### src/rtl/pebuf_pkg.sv
// Shared types and constants for the priority evicting event buffer.
`default_nettype none

package pebuf_pkg;

  localparam int PRIO_W        = 8;
  localparam int PAYLOAD_W     = 32;
  localparam int STAMP_W       = 32;
  localparam int CAPACITY_DEF  = 16;

  localparam logic [1:0] MODE_RECORD  = 2'd0;
  localparam logic [1:0] MODE_PEEK    = 2'd1;
  localparam logic [1:0] MODE_READ    = 2'd2;
  localparam logic [1:0] MODE_DISCARD = 2'd3;

  typedef struct packed {
    logic [1:0]           mode;
    logic [PRIO_W-1:0]    event_priority;
    logic [PAYLOAD_W-1:0] event_payload;
  } in_item_t;

  typedef struct packed {
    logic                 ok;
    logic [PRIO_W-1:0]    out_priority;
    logic [PAYLOAD_W-1:0] out_payload;
    logic [STAMP_W-1:0]   out_sequence;
    logic [STAMP_W-1:0]   out_dropped_before;
  } out_item_t;

  typedef struct packed {
    logic [PRIO_W-1:0]    prio;
    logic [PAYLOAD_W-1:0] payload;
    logic [STAMP_W-1:0]   sequence_num;
    logic [STAMP_W-1:0]   drop_stamp;
  } entry_t;

  typedef struct packed {
    logic shift;
    logic load;
  } cell_ctl_t;

  typedef struct packed {
    logic              found;
    logic [PRIO_W-1:0] lowest;
  } best_t;

endpackage

`default_nettype wire

### src/rtl/priority_evicting_event_buffer_unit.sv
// Top level of the priority evicting event buffer.
`default_nettype none

// Bounded FIFO of stamped events held in a row of CAPACITY slot cells. Peek, read,
// discard and a record into a buffer that is not full take one transaction and
// present the result in the output register in the next cycle. A record into a full
// buffer runs the victim search through the registered compare chain of the cells,
// one cell per cycle, and delivers its result once the scan has covered the chain
// and the output is free; the eviction shift and the append happen in the same cycle.
// One item is in work at a time, and a new item is taken while the previous result
// is being taken. Entries hold no reset value; only filled slots are ever returned.
module priority_evicting_event_buffer_unit
  import pebuf_pkg::*;
#(
  parameter int CAPACITY = CAPACITY_DEF
) (
  input  wire           clk,
  input  wire           rst_n,
  input  wire           in_valid,
  output logic          in_stall,
  input  wire in_item_t in_data,
  output logic          out_valid,
  input  wire           out_stall,
  output out_item_t     out_data
);

  localparam int FILL_W = $clog2(CAPACITY + 1);
  localparam int IDX_W  = (CAPACITY > 1) ? $clog2(CAPACITY) : 1;

  localparam logic [0:0] ST_IDLE = 1'b0;
  localparam logic [0:0] ST_SCAN = 1'b1;

  logic [0:0]         state_r, state_nxt;
  logic [FILL_W-1:0]  cnt_r, cnt_nxt;
  logic [FILL_W-1:0]  fill_r, fill_nxt;
  logic [STAMP_W-1:0] seq_r, seq_nxt;
  logic [STAMP_W-1:0] drop_r, drop_nxt;
  entry_t             hold_r, hold_nxt;
  logic               out_valid_r, out_valid_nxt;
  out_item_t          out_data_r, out_data_nxt;

  logic               in_accept;
  logic               out_free;
  logic [STAMP_W-1:0] drop_inc;
  logic               remove_en;
  logic [IDX_W-1:0]   rm_pos;
  logic               append_en;
  logic [FILL_W-1:0]  tgt;
  entry_t             new_entry;
  logic               out_load;

  entry_t             entry_q [CAPACITY];
  best_t              best_q  [CAPACITY];
  logic [IDX_W-1:0]   idx_q   [CAPACITY];
  cell_ctl_t          ctl     [CAPACITY];
  best_t              best_head;

  assign out_free  = !out_valid_r || !out_stall;
  assign in_stall  = (state_r != ST_IDLE) || !out_free;
  assign in_accept = in_valid && !in_stall;
  assign drop_inc  = (drop_r == '1) ? drop_r : drop_r + STAMP_W'(1);
  assign tgt       = remove_en ? fill_r - FILL_W'(1) : fill_r;

  assign best_head.found  = 1'b0;
  assign best_head.lowest = hold_r.prio;

  always_comb begin
    state_nxt    = state_r;
    cnt_nxt      = cnt_r;
    fill_nxt     = fill_r;
    seq_nxt      = seq_r;
    drop_nxt     = drop_r;
    hold_nxt     = hold_r;
    remove_en    = 1'b0;
    rm_pos       = '0;
    append_en    = 1'b0;
    new_entry    = hold_r;
    out_load     = 1'b0;
    out_data_nxt = '0;

    unique case (state_r)
      ST_IDLE: begin
        if (in_accept) begin
          unique case (in_data.mode)
            MODE_RECORD: begin
              new_entry.prio         = in_data.event_priority;
              new_entry.payload      = in_data.event_payload;
              new_entry.sequence_num = seq_r;
              new_entry.drop_stamp   = drop_r;
              if (seq_r == '0) begin
                // sequence exhausted: refuse and count
                drop_nxt = drop_inc;
                out_load = 1'b1;
              end else if (fill_r != FILL_W'(CAPACITY)) begin
                seq_nxt         = seq_r + STAMP_W'(1);
                append_en       = 1'b1;
                fill_nxt        = fill_r + FILL_W'(1);
                out_data_nxt.ok = 1'b1;
                out_load        = 1'b1;
              end else begin
                seq_nxt   = seq_r + STAMP_W'(1);
                hold_nxt  = new_entry;
                cnt_nxt   = '0;
                state_nxt = ST_SCAN;
              end
            end
            MODE_PEEK, MODE_READ, MODE_DISCARD: begin
              out_load = 1'b1;
              if (fill_r != '0) begin
                out_data_nxt.ok = 1'b1;
                if (in_data.mode != MODE_DISCARD) begin
                  out_data_nxt.out_priority       = entry_q[0].prio;
                  out_data_nxt.out_payload        = entry_q[0].payload;
                  out_data_nxt.out_sequence       = entry_q[0].sequence_num;
                  out_data_nxt.out_dropped_before = entry_q[0].drop_stamp;
                end
                if (in_data.mode != MODE_PEEK) begin
                  remove_en = 1'b1;
                  fill_nxt  = fill_r - FILL_W'(1);
                end
              end
            end
            default: begin
              out_load = 1'b1;
            end
          endcase
        end
      end
      ST_SCAN: begin
        if (cnt_r != FILL_W'(CAPACITY)) begin
          cnt_nxt = cnt_r + FILL_W'(1);
        end else if (out_free) begin
          state_nxt = ST_IDLE;
          out_load  = 1'b1;
          drop_nxt  = drop_inc;
          if (best_q[CAPACITY-1].found) begin
            // evict the victim, append at the top; eviction counts before stamping
            remove_en            = 1'b1;
            rm_pos               = idx_q[CAPACITY-1];
            append_en            = 1'b1;
            new_entry.drop_stamp = drop_inc;
            out_data_nxt.ok      = 1'b1;
          end
        end
      end
      default: begin
        state_nxt = ST_IDLE;
      end
    endcase
  end

  for (genvar i = 0; i < CAPACITY; i++) begin : g_cell
    entry_t           next_entry;
    best_t            best_in;
    logic [IDX_W-1:0] idx_in;

    assign ctl[i].shift = remove_en && (IDX_W'(i) >= rm_pos);
    assign ctl[i].load  = append_en && (FILL_W'(i) == tgt);

    if (i == CAPACITY - 1) begin : g_last
      assign next_entry = entry_q[i];
    end else begin : g_mid
      assign next_entry = entry_q[i+1];
    end

    if (i == 0) begin : g_head
      assign best_in = best_head;
      assign idx_in  = '0;
    end else begin : g_link
      assign best_in = best_q[i-1];
      assign idx_in  = idx_q[i-1];
    end

    pebuf_cell #(
      .IDX_W (IDX_W),
      .IDX   (i)
    ) u_cell (
      .clk        (clk),
      .ctl        (ctl[i]),
      .new_entry  (new_entry),
      .next_entry (next_entry),
      .best_in    (best_in),
      .idx_in     (idx_in),
      .entry_q    (entry_q[i]),
      .best_out   (best_q[i]),
      .idx_out    (idx_q[i])
    );
  end

  always_comb begin
    if (out_load) begin
      out_valid_nxt = 1'b1;
    end else if (out_stall) begin
      out_valid_nxt = out_valid_r;
    end else begin
      out_valid_nxt = 1'b0;
    end
  end

  always_ff @(posedge clk) begin
    if (!rst_n) begin
      state_r     <= ST_IDLE;
      cnt_r       <= '0;
      fill_r      <= '0;
      seq_r       <= STAMP_W'(1);
      drop_r      <= '0;
      out_valid_r <= 1'b0;
    end else begin
      state_r     <= state_nxt;
      cnt_r       <= cnt_nxt;
      fill_r      <= fill_nxt;
      seq_r       <= seq_nxt;
      drop_r      <= drop_nxt;
      out_valid_r <= out_valid_nxt;
    end
  end

  always_ff @(posedge clk) begin
    hold_r <= hold_nxt;
    if (out_load) begin
      out_data_r <= out_data_nxt;
    end
  end

  assign out_valid = out_valid_r;
  assign out_data  = out_data_r;

`ifndef ASSERT_OFF
  a_fill_bound: assert property (@(posedge clk) disable iff (!rst_n)
    fill_r <= FILL_W'(CAPACITY))
    else $error("fill count above capacity");

  a_scan_full: assert property (@(posedge clk) disable iff (!rst_n)
    state_r == ST_SCAN |-> fill_r == FILL_W'(CAPACITY))
    else $error("victim search while buffer not full");

  a_fast_result: assert property (@(posedge clk) disable iff (!rst_n)
    in_accept && in_data.mode != MODE_RECORD |=> out_valid_r)
    else $error("missing result for a queue read operation");

  a_seq_sticky: assert property (@(posedge clk) disable iff (!rst_n)
    seq_r == '0 |=> seq_r == '0)
    else $error("exhausted sequence counter restarted");
`endif

endmodule

`default_nettype wire

### src/rtl/pebuf_cell.sv
// One buffer slot: holds an entry and one stage of the victim search chain.
`default_nettype none

module pebuf_cell
  import pebuf_pkg::*;
#(
  parameter int IDX_W = 4,
  parameter int IDX   = 0
) (
  input  wire              clk,
  input  wire cell_ctl_t   ctl,
  input  wire entry_t      new_entry,
  input  wire entry_t      next_entry,
  input  wire best_t       best_in,
  input  wire [IDX_W-1:0]  idx_in,
  output entry_t           entry_q,
  output best_t            best_out,
  output logic [IDX_W-1:0] idx_out
);

  entry_t           entry_r;
  best_t            best_r;
  best_t            best_nxt;
  logic [IDX_W-1:0] idx_r;
  logic [IDX_W-1:0] idx_nxt;
  logic             lower;

  // Append wins over shift; shift pulls the upper neighbor down.
  always_ff @(posedge clk) begin
    if (ctl.load) begin
      entry_r <= new_entry;
    end else if (ctl.shift) begin
      entry_r <= next_entry;
    end
  end

  // Strictly lower keeps the first of equal minima.
  always_comb begin
    lower = entry_r.prio < best_in.lowest;
    if (lower) begin
      best_nxt.found  = 1'b1;
      best_nxt.lowest = entry_r.prio;
      idx_nxt         = IDX_W'(IDX);
    end else begin
      best_nxt = best_in;
      idx_nxt  = idx_in;
    end
  end

  always_ff @(posedge clk) begin
    best_r <= best_nxt;
    idx_r  <= idx_nxt;
  end

  assign entry_q  = entry_r;
  assign best_out = best_r;
  assign idx_out  = idx_r;

endmodule

`default_nettype wire
### config.mk
export PLATFORM = sky130hd
export DESIGN_NAME = priority_evicting_event_buffer_unit
export DESIGN_NICKNAME = d
export VERILOG_FILES = /design/src/rtl/pebuf_pkg.sv /design/src/rtl/priority_evicting_event_buffer_unit.sv /design/src/rtl/pebuf_cell.sv
export SDC_FILE = /design/constraint.sdc
export NUM_CORES = 2
export LEC_CHECK = 0
export BUFFER_PORTS_ARGS = -buffer_cell sky130_fd_sc_hd__buf_2
export CORE_MARGIN = 1
export CORE_UTILIZATION = 57
export DETAILED_ROUTE_END_ITERATION = 7
export PLACE_DENSITY_LB_ADDON = 0.12
export SLEW_MARGIN = 40
export SYNTH_ARGS = -nofsm -noshare
export SYNTH_HDL_FRONTEND = slang
export SYNTH_SLANG_ARGS = --single-unit
### constraint.sdc
create_clock -name clk -period 14.95 [get_ports clk]
set_input_delay 1.495 -clock clk [delete_from_list [all_inputs] [get_ports clk]]
set_output_delay 1.495 -clock clk [all_outputs]
set_load 0.01 [all_outputs]
==> impl_metrics.ini <==
[outcome]
status = finished clean

[yosys]
synth_edf_count = 1873
netlist-cell-type-count = 74
syn_area_per_cell_sq_um = 12.1
synth_seq_cells = 2134
synth_fp_nets = 7437
async_flop_share_pct = 0
synth_ff_type = edfxtp_1
ys_warn_count = 0
yosysSeqAreaShare_pct = 69.9
netlist_instances = 7271
syn_area_sq_um = 87900

[final_layout]
antenna_cells = 0
final_cell_mix = 1873 x edfxtp_1, 1638 x nand2_1, 1421 x o21ai_0
drive_gt1_share_pct = 12.2
final_util_pct = 64.4
final_common_cell = edfxtp_1
fin_nets = 7438
syn_to_final_growth_pct = 11.7
nFillCells = 11553

[sta]
setup_tns_ns = 0
tightest_slew_ns = 0.857
max_freq_ghz = 0.198
min_period_ns = 5.04
hold_viol = 0
slew_viol_final = 0
setup_violations = 0
rsz0062_at_grt = no
skew_ns = 0.0401
slew-limit-headroom_pct = 41.7
fin_crit_sh_pct = 33.7

[global_routing]
grt_pass1_wl_mm = 316
grt_max_degree = 210
antenna_found_initial = 5
grt_pass1_vias = 53069
grt_overflow = 0
grt_usage_pct = 26.3

[pwr]
pwr_density_cell_nw_per_um2 = 148
p_clk_share_pct = 34.9
p_seq_share_pct = 52.2
p_int_w = 0.0109
vdd_drop_max_mv = 0.118
p_switching_w = 0.00366
p_leak_nw = 37.7
fin_total_pwr_w = 0.0146
comb_power_share_pct = 12.9
switching_share_pct = 25.1

[routing]
drcViolationCount = 0
viasPerCell = 5.79
met3WireLength_mm = 18.0
wl_met1_mm = 92.6
drtAntennaViolNets = 0
vias = 54891
avgRoutedWirePerCell_um = 21.4
dr.max_layer_used = met5
route.met2.wl_mm = 87.6
wl_mm = 203
drt-initial-drc-count = 5361
dr.pass1.iters = 6

[floorplanning]
die_w_um = 395
die_h_um = 395
initial_core_util_pct = 57.7
die-area_sq_um = 156000
io_pins = 153
core_area_sq_um = 152000
rows = 143

[placement]
port_buffers = 152
gp_congestion = 0.825
hpwl_mm = 119

[clock_network]
clock-sinks = 2134
ctsHtreeMaxLevel = 4
tritoncts = built
cts_buffers = 209
post_cts_buffers = 0
cts_resized = 0
clockBufferDepth = 3
ctsHoldBuffers = 0
cts_root_buffer = clkbuf_16
clk_pin_slew_ns = 0.06
clock_latency_ns = 0.84

[setup_path]
cp_max_fo = 36
worstSetupPathType = in -> reg
end_kind = register
cp_data_arrival_time_ns = 5.55
required_ns = 15.46
worstSetupStartpointType = primary input

[run]
maxCapViolations = 0

[min_path]
min_path_type = reg -> reg
[kinds of logic after synthesis]
family,Yosys count,synth area share [%]
flops,2134,69.9
fa+ha+maj,120,1.71
simple gates,2205,10.6
xor+xnor,65,0.656
buf+inv,755,3.99
mux,190,2.34
compound gates,1802,10.8
[critical path, stage by stage]
cell	delay [ns]
buf_2	0.15
nor3b_1	0.43
nand2_2	0.10
buf_4	0.31
o31ai_4	0.72
nand4_1	0.40
o21ai_4	0.40
buf_4	0.67
buf_4	0.51
buf_12	0.27
[flip-flops by register name, summed over array words and instances (netlist names)]
signal	flops
g_cell.u_cell.best_out	136
fill_r	5
g_cell.u_cell.idx_out	49
out_valid	1
seq_r	32
drop_r	32
hold_r	96
out_data	105
g_cell.u_cell.entry_q	1664
best_head	8
cnt_r	5
state_r	1
[metal layers]
layer | GRT usage (%) | vias up
li1 | - | 25805
met1 | 39.7 | 26771
met2 | 38.9 | 2024
met3 | 5.40 | 289
met4 | 6.89 | 2
met5 | 0 | -
[cell type report]
| type | instances | area (sq um) | area share (%) |
|---|---|---|---|
| Clock buffer | 280 | 5580 | 5.68 |
| Clock inverter | 110 | 1010 | 1.02 |
| Tap cell | 2030 | 2540 | 2.59 |
| Multi-Input combinational cell | 4382 | 24100 | 24.5 |
| Inverter | 228 | 856 | 0.871 |
| Timing Repair Buffer | 317 | 2710 | 2.76 |
| Sequential cell | 2134 | 61500 | 62.6 |
[through the flow]
step | std cells | setup slack (ns) | hold slack (ns) | area (sq um)
detailed placement | 9071 | 9.04 | 0.396 | 91100
finish | 9481 | 9.91 | 0.409 | 98200
floorplan | 7271 | 4.17 | 0.386 | 87900
global placement | 9047 | 8.59 | 0.395 | 90300
CTS | 9461 | 9.88 | 0.410 | 97700
global route | 9481 | 9.69 | 0.422 | 98200
[cell usage after synthesis (39+ instances only)]
| cell | instances | share of area, % |
|---|---|---|
| edfxtp_1 | 1873 | 64 |
| nand2_1 | 1644 | 7.0 |
| o21ai_0 | 1427 | 8.1 |
| clkbuf_1 | 303 | 1.3 |
| dfxtp_1 | 261 | 5.9 |
| inv_1 | 228 | 0.97 |
| o21ai_1 | 197 | 1.1 |
| nor2_1 | 147 | 0.63 |
| buf_2 | 145 | 0.83 |
| and2_1 | 126 | 0.90 |
| mux2_2 | 121 | 1.5 |
| ha_1 | 120 | 1.7 |
| a21oi_1 | 72 | 0.41 |
| mux2i_1 | 69 | 0.79 |
| buf_6 | 54 | 0.69 |
| nand3_1 | 49 | 0.28 |
| or2_2 | 39 | 0.28 |
[power by group through the flow]
stage	Combinational (W)	Sequential (W)	Clock, W
after global placement	0.00175	0.00773	0
after CTS	0.00188	0.00762	0.00516
after floorplan	0.00120	0.00777	0
final	0.00188	0.00761	0.00508
after detailed placement	0.00187	0.00773	0
after global routing	0.00210	0.00768	0.00538
[final timing paths]
path                            slack (ns)  cells past startpoint                                       end                                      from
worst max-delay path                  9.91                     10    g_cell[4].u_cell.entry_q[44]$_DFFE_PP_                               in_data[41]
worst min-delay path                  0.41                      1  g_cell[15].u_cell.best_out[8]$_SDFF_PN1_  g_cell[14].u_cell.best_out[8]$_SDFF_PP1_
worst max register to register       10.05                     11    g_cell[4].u_cell.entry_q[44]$_DFFE_PP_                     seq_r[0]$_SDFFE_PN1P_
worst min register to register        0.41                      1  g_cell[15].u_cell.best_out[8]$_SDFF_PN1_  g_cell[14].u_cell.best_out[8]$_SDFF_PP1_
Note: power is estimated with default switching activity, not from simulation.
